[config.mk]
export PLATFORM = sky130hd
export DESIGN_NAME = utf8_latin1_to_ascii
export DESIGN_NICKNAME = d
export VERILOG_FILES = /design/src/hdl/u2a_pkg.sv /design/src/hdl/u2a_step.sv /design/src/hdl/utf8_latin1_to_ascii.sv
export SDC_FILE = /design/constraint.sdc
export NUM_CORES = 1
export LEC_CHECK = 0
export ABC_AREA = 1
export BUFFER_PORTS_ARGS = -buffer_cell sky130_fd_sc_hd__clkbuf_2
export CAP_MARGIN = 15
export CORE_UTILIZATION = 50
export DETAILED_ROUTE_END_ITERATION = 7
export PLACE_DENSITY = 0.72
export RECOVER_POWER = 25
export SYNTH_ARGS = -nofsm -noshare
export SYNTH_HDL_FRONTEND = slang
export SYNTH_SLANG_ARGS = --single-unit
[constraint.sdc]
create_clock -name clk -period 6.7 [get_ports clk]
set_clock_uncertainty 0.1 [all_clocks]
set_input_delay 0.335 -clock clk [delete_from_list [all_inputs] [get_ports clk]]
set_output_delay 0.335 -clock clk [all_outputs]
set_load 0.02 [all_outputs]
[src/hdl/u2a_pkg.sv]
// Package for the UTF-8 Latin-1 to ASCII stream converter.
// Holds lead codes, state and result types, and the replacement tables.
// No dependencies.
`default_nettype none
package u2a_pkg;

	// Pending lead byte code
	typedef enum logic [1:0] {
		LEAD_NONE = 2'd0,
		LEAD_C3   = 2'd1,
		LEAD_C2   = 2'd2
	} lead_t;

	// Per-string state
	typedef struct packed {
		lead_t       lead;
		logic [15:0] cnt;
		logic        closed;
	} str_state_t;

	// Output word: {end_mark, out_char}
	typedef struct packed {
		logic       end_mark;
		logic [6:0] out_char;
	} out_word_t;

	// Words produced by one input byte
	typedef struct packed {
		logic [1:0] num;
		out_word_t  w0;
		out_word_t  w1;
	} step_res_t;

	localparam logic [7:0] BYTE_C3   = 8'hC3;
	localparam logic [7:0] BYTE_C2   = 8'hC2;
	localparam logic [7:0] BYTE_HIGH = 8'h80;
	localparam logic [6:0] CHR_QUEST = 7'h3F;

	// Replacement after a 0xC3 lead
	function automatic logic [6:0] map_c3(input logic [7:0] b);
		logic [6:0] c;
		case (b) inside
			[8'h80:8'h86]:        c = 7'h41; // A
			8'h87:                c = 7'h43; // C
			[8'h88:8'h8B]:        c = 7'h45; // E
			[8'h8C:8'h8F]:        c = 7'h49; // I
			8'h91:                c = 7'h4E; // N
			[8'h92:8'h96], 8'h98: c = 7'h4F; // O
			[8'h99:8'h9C]:        c = 7'h55; // U
			8'h9D:                c = 7'h59; // Y
			[8'hA0:8'hA6]:        c = 7'h61; // a
			8'hA7:                c = 7'h63; // c
			[8'hA8:8'hAB]:        c = 7'h65; // e
			[8'hAC:8'hAF]:        c = 7'h69; // i
			8'hB1:                c = 7'h6E; // n
			[8'hB2:8'hB6], 8'hB8: c = 7'h6F; // o
			[8'hB9:8'hBC]:        c = 7'h75; // u
			8'hBD, 8'hBF:         c = 7'h79; // y
			default:              c = CHR_QUEST;
		endcase
		return c;
	endfunction

	// Replacement after a 0xC2 lead
	function automatic logic [6:0] map_c2(input logic [7:0] b);
		logic [6:0] c;
		case (b)
			8'hA9:   c = 7'h43; // C
			8'hAE:   c = 7'h52; // R
			8'hB0:   c = 7'h6F; // o
			8'hB1:   c = 7'h2B; // +
			8'hB2:   c = 7'h32; // 2
			8'hB3:   c = 7'h33; // 3
			default: c = CHR_QUEST;
		endcase
		return c;
	endfunction

endpackage
`default_nettype wire

[src/hdl/u2a_step.sv]
// Per-byte conversion: maps one byte against the string state and
// produces up to two output words plus the next state. Uses u2a_pkg.
`default_nettype none
module u2a_step import u2a_pkg::*; (
	input  wire logic [7:0]  in_byte,
	input  wire logic        last_byte,
	input  wire logic [15:0] capacity,
	input  wire str_state_t  cur,
	output str_state_t       nxt,
	output step_res_t        res
);

	logic        full_now;
	logic        full_after;
	logic        have_char;
	logic        term;
	logic [6:0]  ch;
	logic [15:0] cnt_inc;
	lead_t       lead_n;

	// capacity checks before and after one more character
	assign full_now   = ({1'b0, cur.cnt} + 17'd1) >= {1'b0, capacity};
	assign full_after = ({1'b0, cur.cnt} + 17'd2) >= {1'b0, capacity};
	assign cnt_inc    = cur.cnt + 16'd1;

	// character selection
	always_comb begin
		have_char = 1'b0;
		term      = 1'b0;
		ch        = '0;
		lead_n    = cur.lead;
		if (full_now) begin
			term = 1'b1;
		end else if (cur.lead != LEAD_NONE) begin
			have_char = 1'b1;
			lead_n    = LEAD_NONE;
			if (in_byte == '0) begin
				ch   = CHR_QUEST;
				term = 1'b1;
			end else if (cur.lead == LEAD_C3) begin
				ch = map_c3(in_byte);
			end else begin
				ch = map_c2(in_byte);
			end
		end else if (in_byte == '0) begin
			term = 1'b1;
		end else if (in_byte < BYTE_HIGH) begin
			ch        = in_byte[6:0];
			have_char = 1'b1;
		end else if (in_byte == BYTE_C3 || in_byte == BYTE_C2) begin
			if (last_byte) begin
				ch        = CHR_QUEST;
				have_char = 1'b1;
			end else begin
				lead_n = (in_byte == BYTE_C3) ? LEAD_C3 : LEAD_C2;
			end
		end else begin
			ch        = CHR_QUEST;
			have_char = 1'b1;
		end
		if (have_char && full_after) begin
			term = 1'b1;
		end
		if (last_byte) begin
			term = 1'b1;
		end
	end

	// output words
	always_comb begin
		res.w0 = '0;
		res.w1 = '0;
		if (cur.closed) begin
			res.num = 2'd0;
		end else if (have_char) begin
			res.w0.out_char = ch;
			res.w1.end_mark = 1'b1;
			res.num = term ? 2'd2 : 2'd1;
		end else begin
			res.w0.end_mark = 1'b1;
			res.num = term ? 2'd1 : 2'd0;
		end
	end

	// next state; last byte always starts a fresh string
	always_comb begin
		nxt = cur;
		if (last_byte) begin
			nxt.lead   = LEAD_NONE;
			nxt.cnt    = '0;
			nxt.closed = 1'b0;
		end else if (!cur.closed) begin
			nxt.lead = term ? LEAD_NONE : lead_n;
			nxt.cnt  = have_char ? cnt_inc : cur.cnt;
			if (term) begin
				nxt.closed = 1'b1;
			end
		end
	end

endmodule
`default_nettype wire

[src/hdl/utf8_latin1_to_ascii.sv]
// UTF-8 (Latin-1 subset) to 7-bit ASCII stream converter, top level.
// An accepted byte's words are written into the output queue; m_tdata shows the word at the queue head.
// Throughput: one byte per cycle while s_tready is high; words drain one per cycle while m_tready
// is high, through a four-entry queue, so s_tready drops only while more than two words wait.
// Reset (arst_n low, async): string state cleared, queue empty, capacity 64.
// Depends on u2a_pkg and u2a_step.
`default_nettype none
module utf8_latin1_to_ascii import u2a_pkg::*; (
	input  wire logic        clk,
	input  wire logic        arst_n,
	// input byte stream
	input  wire logic        s_tvalid,
	output logic             s_tready,
	input  wire logic [7:0]  s_tdata,   // [7:0] in_byte
	input  wire logic        s_tlast,   // last_byte
	// output character stream
	output logic             m_tvalid,
	input  wire logic        m_tready,
	output logic [7:0]       m_tdata,   // [6:0] out_char, [7] zero pad
	output logic             m_tlast,   // end_mark
	// register port
	input  wire logic        psel,
	input  wire logic        penable,
	input  wire logic        pwrite,
	input  wire logic [2:0]  paddr,
	input  wire logic [31:0] pwdata,
	output logic [31:0]      prdata,
	output logic             pready
);

	localparam logic REG_CAPACITY = 1'b0;

	logic [15:0] capacity_q;
	str_state_t  state_q;
	str_state_t  state_n;
	step_res_t   res;
	out_word_t   queue_q [4];
	logic [1:0]  head_q;
	logic [1:0]  tail_q;
	logic [2:0]  count_q;
	logic        push;
	logic        pop;
	logic [1:0]  push_n;

	// register port
	assign pready = 1'b1;
	assign prdata = (paddr[2] == REG_CAPACITY) ? {16'd0, capacity_q} : '0;

	always_ff @(posedge clk or negedge arst_n) begin
		if (!arst_n) begin
			capacity_q <= 16'd64;
		end else if (psel && penable && pwrite && pready && paddr[2] == REG_CAPACITY) begin
			capacity_q <= pwdata[15:0];
		end
	end

	// byte conversion
	u2a_step u_step (
		.in_byte   (s_tdata),
		.last_byte (s_tlast),
		.capacity  (capacity_q),
		.cur       (state_q),
		.nxt       (state_n),
		.res       (res)
	);

	assign s_tready = (count_q <= 3'd2);
	assign push     = s_tvalid && s_tready;
	assign pop      = m_tvalid && m_tready;
	assign push_n   = push ? res.num : 2'd0;

	always_ff @(posedge clk or negedge arst_n) begin
		if (!arst_n) begin
			state_q <= '{lead: LEAD_NONE, cnt: '0, closed: 1'b0};
		end else if (push) begin
			state_q <= state_n;
		end
	end

	// output word queue
	always_ff @(posedge clk) begin
		if (push_n != 2'd0) begin
			queue_q[tail_q] <= res.w0;
		end
		if (push_n == 2'd2) begin
			queue_q[tail_q + 2'd1] <= res.w1;
		end
	end

	always_ff @(posedge clk or negedge arst_n) begin
		if (!arst_n) begin
			head_q  <= '0;
			tail_q  <= '0;
			count_q <= '0;
		end else begin
			tail_q  <= tail_q + push_n;
			head_q  <= head_q + {1'b0, pop};
			count_q <= count_q + {1'b0, push_n} - {2'b00, pop};
		end
	end

	assign m_tvalid = (count_q != 3'd0);
	assign m_tdata  = {1'b0, queue_q[head_q].out_char};
	assign m_tlast  = queue_q[head_q].end_mark;

	// checks
	a_queue_bound: assert property (@(posedge clk) disable iff (!arst_n)
		count_q <= 3'd4)
		else $error("output queue overflow");

	a_closed_no_lead: assert property (@(posedge clk) disable iff (!arst_n)
		state_q.closed |-> state_q.lead == LEAD_NONE)
		else $error("lead held in a closed string");

	a_last_clears: assert property (@(posedge clk) disable iff (!arst_n)
		(s_tvalid && s_tready && s_tlast) |=>
		(state_q.cnt == '0 && !state_q.closed && state_q.lead == LEAD_NONE))
		else $error("string state not cleared after last byte");

endmodule
`default_nettype wire
* After elaboration in Yosys (flattened, before gate mapping) *
Memories as Yosys holds them, arrays and structs flattened.
Cells that the tools add are included.

word-level totals
  input bits = 51
  RAM bits = 32
  logic and storage cells = 150
  register bits = 42
  memories kept = 1

operators by class
  $lt $le $gt $ge = 24
  bitwise operators = 1
  add/subtract/negate cells = 8
  muxes and demuxes = 59
  reductions and logical operators = 28
  equality and inequality tests = 22

memory list
  memory   depth  width  read ports  clocked after Yosys merged registers in  wr ports  line                        source
  queue_q  4      8      1           0                                        2         utf8_latin1_to_ascii.sv:37  out_word_t queue_q [4];

operator list
  kind                     number
  $mux W7                  22
  $eq A8 B8 Y1 const B     16
  $ge A8 B8 Y1 const B     10
  $le A8 B8 Y1 const B     10
  $pmux W7 S6              1
  $mux W19                 2
  $ge A17 B16 Y1           2
  $mux W16                 2
  $mux W2                  11
  $add A16 B1 Y17 const B  1
  $add A16 B2 Y17 const B  1
  $mux W1                  17
  $add A16 B1 Y16 const B  1
  $logic_and A1 B1 Y1      16
  $mux W6                  2
  $mux W9                  1
  $logic_not A8 Y1         1
  $lt A8 B8 Y1 const B     1
  $mux W8                  1
  $ne A4 B2 Y1 const B     2
  $reduce_and A6 Y1        1
  $reduce_bool A2 Y1       3
  $reduce_or A2 Y1         3
  $reduce_bool A4 Y1       1
  14 further kinds         14

* Logic depth before layout (Yosys ltp) *
  depth in word-level cells = 24
  gate-level depth with buffers = 35
  mapped depth without buffers = 35

* Hierarchy *
A second synthesis with hierarchy kept.

unflattened totals
  cells, all modules = 902
  area, all modules = 6566.3 µm²

by module, submodules not included
  module                area each (µm²)  seq. area each (µm²)  times used  cells an instance
  utf8_latin1_to_ascii  3868.7           2013.2                1           431
  u2a_step              2697.6           0.0                   1           471

* Least setup slack after synthesis *
OpenSTA, ideal clock, no wires.

  path type = register to register
  from = reg state_q[3] (netlist name)
  to = reg count_q[2]
  cell stages (with the launch flop) = 35
  arrival = 4308 ps
  data required time = 6471 ps
  setup slack = 2163 ps
  path buffers = 0
  cells stage by stage = dfrtp_1 > ha_1 > nand2_1 > nor2_1 > inv_2 > nor2_2 > nand2_1 > nor3_2 > xor2_1 > nand2_1 > o21a_1 > inv_1 > ha_1 > nand2_1 > nor2_1 > nand2_1 > nor2_1 > nor2_1 > nand3_1 > nand2_1 > nand2_1 > nand2_1 > nand2_1 > nor2_1 > and2_1 > inv_1 > ha_1 > nand3_1 > ha_1 > inv_1 > ha_1 > inv_1 > fa_1 > xnor2_1 > xor2_1

on the way
  longest elaborated chain between the ends = 12

RTL lines
  what                                       line                            source
  start, declared                            utf8_latin1_to_ascii.sv:34      str_state_t state_q;
  start signal, assigned                     utf8_latin1_to_ascii.sv:74      state_q <= '{lead: LEAD_NONE, cnt: '0, closed: 1'b0};
  start signal, assigned                     utf8_latin1_to_ascii.sv:76      state_q <= state_n;
  $add A16 B1 Y17                            u2a_step.sv:22                  assign full_now = ({1'b0, cur.cnt} + 17'd1) >= {1'b0, capacity};
  $ge A17 B16 Y1                             u2a_step.sv:22
  $mux W1                                    u2a_step.sv:32                  if (full_now) begin
  $logic_and A1 B1 Y1                        u2a_step.sv:61                  if (have_char && full_after) begin
  $mux W1                                    u2a_step.sv:61
  $mux W1                                    u2a_step.sv:64                  if (last_byte) begin
  $mux W1 / $mux W2 (equally long branches)  u2a_step.sv:81, u2a_step.sv:78
  $mux W2 *                                  u2a_step.sv:75                  end else if (have_char) begin
  $mux W2 *                                  u2a_step.sv:73                  if (cur.closed) begin
  $mux W2 *                                  utf8_latin1_to_ascii.sv:70      assign push_n = push ? res.num : 2'd0;
  $add A3 B2 Y3 *                            utf8_latin1_to_ascii.sv:98      count_q <= count_q + {1'b0, push_n} - {2'b00, pop};
  $sub A3 B1 Y3 *                            utf8_latin1_to_ascii.sv:98
  end signal, assigned                       utf8_latin1_to_ascii.sv:98
  end, declared                              utf8_latin1_to_ascii.sv:40      logic [2:0] count_q;

Mark *: on every way between the ends. The rest lies on a longest branch, timed or not.
A chain may end at the register's enable or synchronous reset.

* Worst setup path after layout *
  from = reg state_q[1] (netlist name)
  to = reg count_q[2]

Same word-level chain as after synthesis.

==> flow_metrics.tcl <==
set metrics [dict create \
    start_util 0.517 \
    clkTransAtPathRegs_ns 0.05 \
    post-route-drc-count 0 \
    synth_area_sq_um 5650 \
    peakVddDrop_uv 227 \
    combPwrFrac 0.466 \
    cts-htree-levels 3 \
    final_cell_mix "nand2_1 (207), nor2_1 (123), inv_1 (114), clkbuf_2 (57), dfrtp_1 (41)" \
    tns_ns 0 \
    intPower_mw 1.23 \
    hold_slack_ns 0.125 \
    rr_startpoint "state_q[1]" \
    grt_pass1_wl_um 22400 \
    holdCritPathClass "input port to flop" \
    die_y_um 108 \
    first_pass_iters 5 \
    drt-total-wl_um 13100 \
    ioPinCount 95 \
    vias 5322 \
    final.fill_count 1086 \
    p_total_mw 2.23 \
    hpwl_um 9800 \
    vias_per_cell 5.14 \
    yosysTopAreaCell "dfrtp_1" \
    drt-initial-drc-count 404 \
    path_class "flop to flop" \
    synth_area_leaders "dfrtp_1 (18%), nand2_1 (14%), dfxtp_1 (9.9%)" \
    cts_buffers 9 \
    insertion_delay_ns 0.34 \
    switching_share 0.450 \
    worstPathArrival_ns 5.42 \
    finalSetupViolCount 0 \
    fin_nets 982 \
    gr-usage-all-layers 0.243 \
    synth_edf_count 4 \
    power_frac_clock 0.199 \
    worst_pin_slew_ns 2.38 \
    cap_violations 1 \
    slew_violations 43 \
    hold_viol_final 0 \
    cts_tree "yes" \
    cellPowerDensity_nw_per_um2 359 \
    antenna_found_initial 0 \
    switching_power_mw 1.01 \
    fp-row-count 38 \
    cts_root_buf "clkbuf_16" \
    routedWlPerCell_um 12.6 \
    grt_max_degree 43 \
    slew_headroom -0.590 \
    ys_types 45 \
    reg2reg_slack_ns 1.44 \
    rsz0062_at_grt "false" \
    drive_gt1_frac 0.113 \
    cts_buffer_depth 2 \
    p_seq_frac 0.336 \
    r2r_cells 26 \
    cts_num_sinks 74 \
    grt_pass1_vias 4868 \
    r2r_end "count_q[2]" \
    worstSetupEndpointType "flop" \
    yosysWarnings 0 \
    cp.required_ns 6.86 \
    max_freq_mhz 190 \
    synth.avg_cell_area_sq_um 6.74 \
    detail-route-antenna-nets 0 \
    overflow 0 \
    fin_util 0.570 \
    run_status "finished with violations" \
    antenna_cells 0 \
    min_from "pwdata[6]" \
    min_to "capacity_q[6]" \
    area_growth_pct 10.2 \
    core_area_sq_um 10900 \
    fin_crit_sh 0.785 \
    die_w_um 108 \
    ys_seq_elements 74 \
    final.min_clock_period_ns 5.26 \
    violations "max-capacitance violations, max-slew violations" \
    synthArstFlopShare 0.568 \
    io_buffer_count 58 \
    synthCells 839 \
    post-cts-setup-buffer-count 0 \
    synth_top_area_frac 0.181 \
    gp_congestion 0.942 \
    dieArea_sq_um 11700 \
    synth_seq_area_share 0.307 \
    cp_max_fo 14 \
    synth_ff_type "dfrtp_1" \
    start_kind "flop" \
    final_common_cell "nand2_1" \
    hold_path_depth 3 \
    p_leak_nw 3.42 \
]
==> power groups by stage <==
| stage | Sequential (mW) | Combinational, mW | Clock (mW) |
|---|---|---|---|
| 4_1_cts | 0.749 | 1.04 | 0.454 |
| 3_5_place_dp | 0.755 | 1.04 | 0 |
| 2_1_floorplan | 0.702 | 0.831 | 0 |
| 3_3_place_gp | 0.754 | 1.02 | 0 |
| 6_report | 0.749 | 1.04 | 0.444 |
| 5_1_grt | 0.776 | 1.19 | 0.469 |
==> per-layer routing <==
metal	vias to the layer above	GRT usage	wire length [um]
met5	-	0	0
met4	0	0.0936	262
met3	22	0.0338	675
met2	145	0.365	5540
met1	2399	0.350	6610
li1	2756	-	-
==> critical path: stages (launching register included) <==
cell and delay [ns]:
dfrtp_1 0.70, ha_1 0.29, nand3_1 0.22, nor3_1 0.43
xor2_1 0.25, inv_1 0.07, ha_1 0.31, a21oi_1 0.17
nand2_1 0.09, nor2_1 0.10, nand3_1 0.07, nand2_1 0.06
nand2_1 0.08, nand2_1 0.07, nand2_1 0.10, nor2_1 0.20
and2_1 0.19, inv_1 0.05, ha_1 0.28, nand3_1 0.12
ha_1 0.29, inv_1 0.06, ha_1 0.13, inv_1 0.05
fa_1 0.37, xnor2_1 0.18, xor2_1 0.16
==> through the flow <==
stage / area [sq um] / std cells / worst slack (ns)
2_1_floorplan: 5710 / 855 / 2.16
5_1_grt: 6230 / 1035 / 0.870
4_1_cts: 6240 / 1035 / 1.46
3_5_place_dp: 5970 / 1018 / 1.47
3_3_place_gp: 5970 / 1018 / 1.55
6_report: 6230 / 1035 / 1.44
==> cells by family after synthesis <==
group,Yosys count,synth area share
compound gates,122,0.128
xor+xnor,26,0.0403
fa+ha+maj,41,0.0921
buf+inv,165,0.125
flops,74,0.307
other cells,2,0.00133
simple gates,409,0.306
==> cell usage after synthesis, types with 3 or more instances <==
master and count:
a211oi_1 3, a21oi_1 34, buf_2 4, buf_4 22, clkbuf_1 11, dfrtp_1 41
dfxtp_1 28, edfxtp_1 4, ha_1 40, inv_1 114, inv_2 13, nand2_1 207
nand2_2 3, nand3_1 33, nand4_1 15, nor2_1 123, nor2_2 5, nor3_1 7
nor3_2 5, o2111ai_1 12, o211ai_1 4, o21a_1 4, o21ai_0 28, o21ai_1 18
o22ai_1 13, xor2_1 24
==> timing repair <==
action,4_1_cts,5_1_grt
gates resized for setup,0,0
hold endpoints to repair,3,0
hold buffers,1,0
==> state kept, by name (all words and copies together) (netlist names) <==
| signal | cells |
|---|---|
| queue_q | 32 |
| count_q | 3 |
| state_q | 19 |
| tail_q | 2 |
| capacity_q | 16 |
| head_q | 2 |
==> how the worst max path moves through the flow <==
| stage | start | endpoint | slack (ns) | depth (start not counted) |
|---|---|---|---|---|
| CTS | state_q[1] | count_q[2] | 1.46 | 26 |
| detailed placement | state_q[1] | count_q[2] | 1.47 | 26 |
| global route | state_q[1] | count_q[2] | 0.87 | 28 |
| floorplan | state_q[3] | count_q[2] | 2.16 | 34 |
| global placement | state_q[1] | count_q[2] | 1.55 | 26 |
| finish | state_q[1] | count_q[2] | 1.44 | 26 |
==> cell type report <==
type | instances | area, sq um | share of cell area
flip-flops and latches | 74 | 1730 | 0.278
inverters | 128 | 480 | 0.0771
repair buffers | 61 | 307 | 0.0492
well taps | 140 | 175 | 0.0281
clock buffers | 15 | 258 | 0.0414
clock inverters | 1 | 5.00 | 0.000803
multi-input cells | 616 | 3270 | 0.525
(Power assumes the default switching activity.)
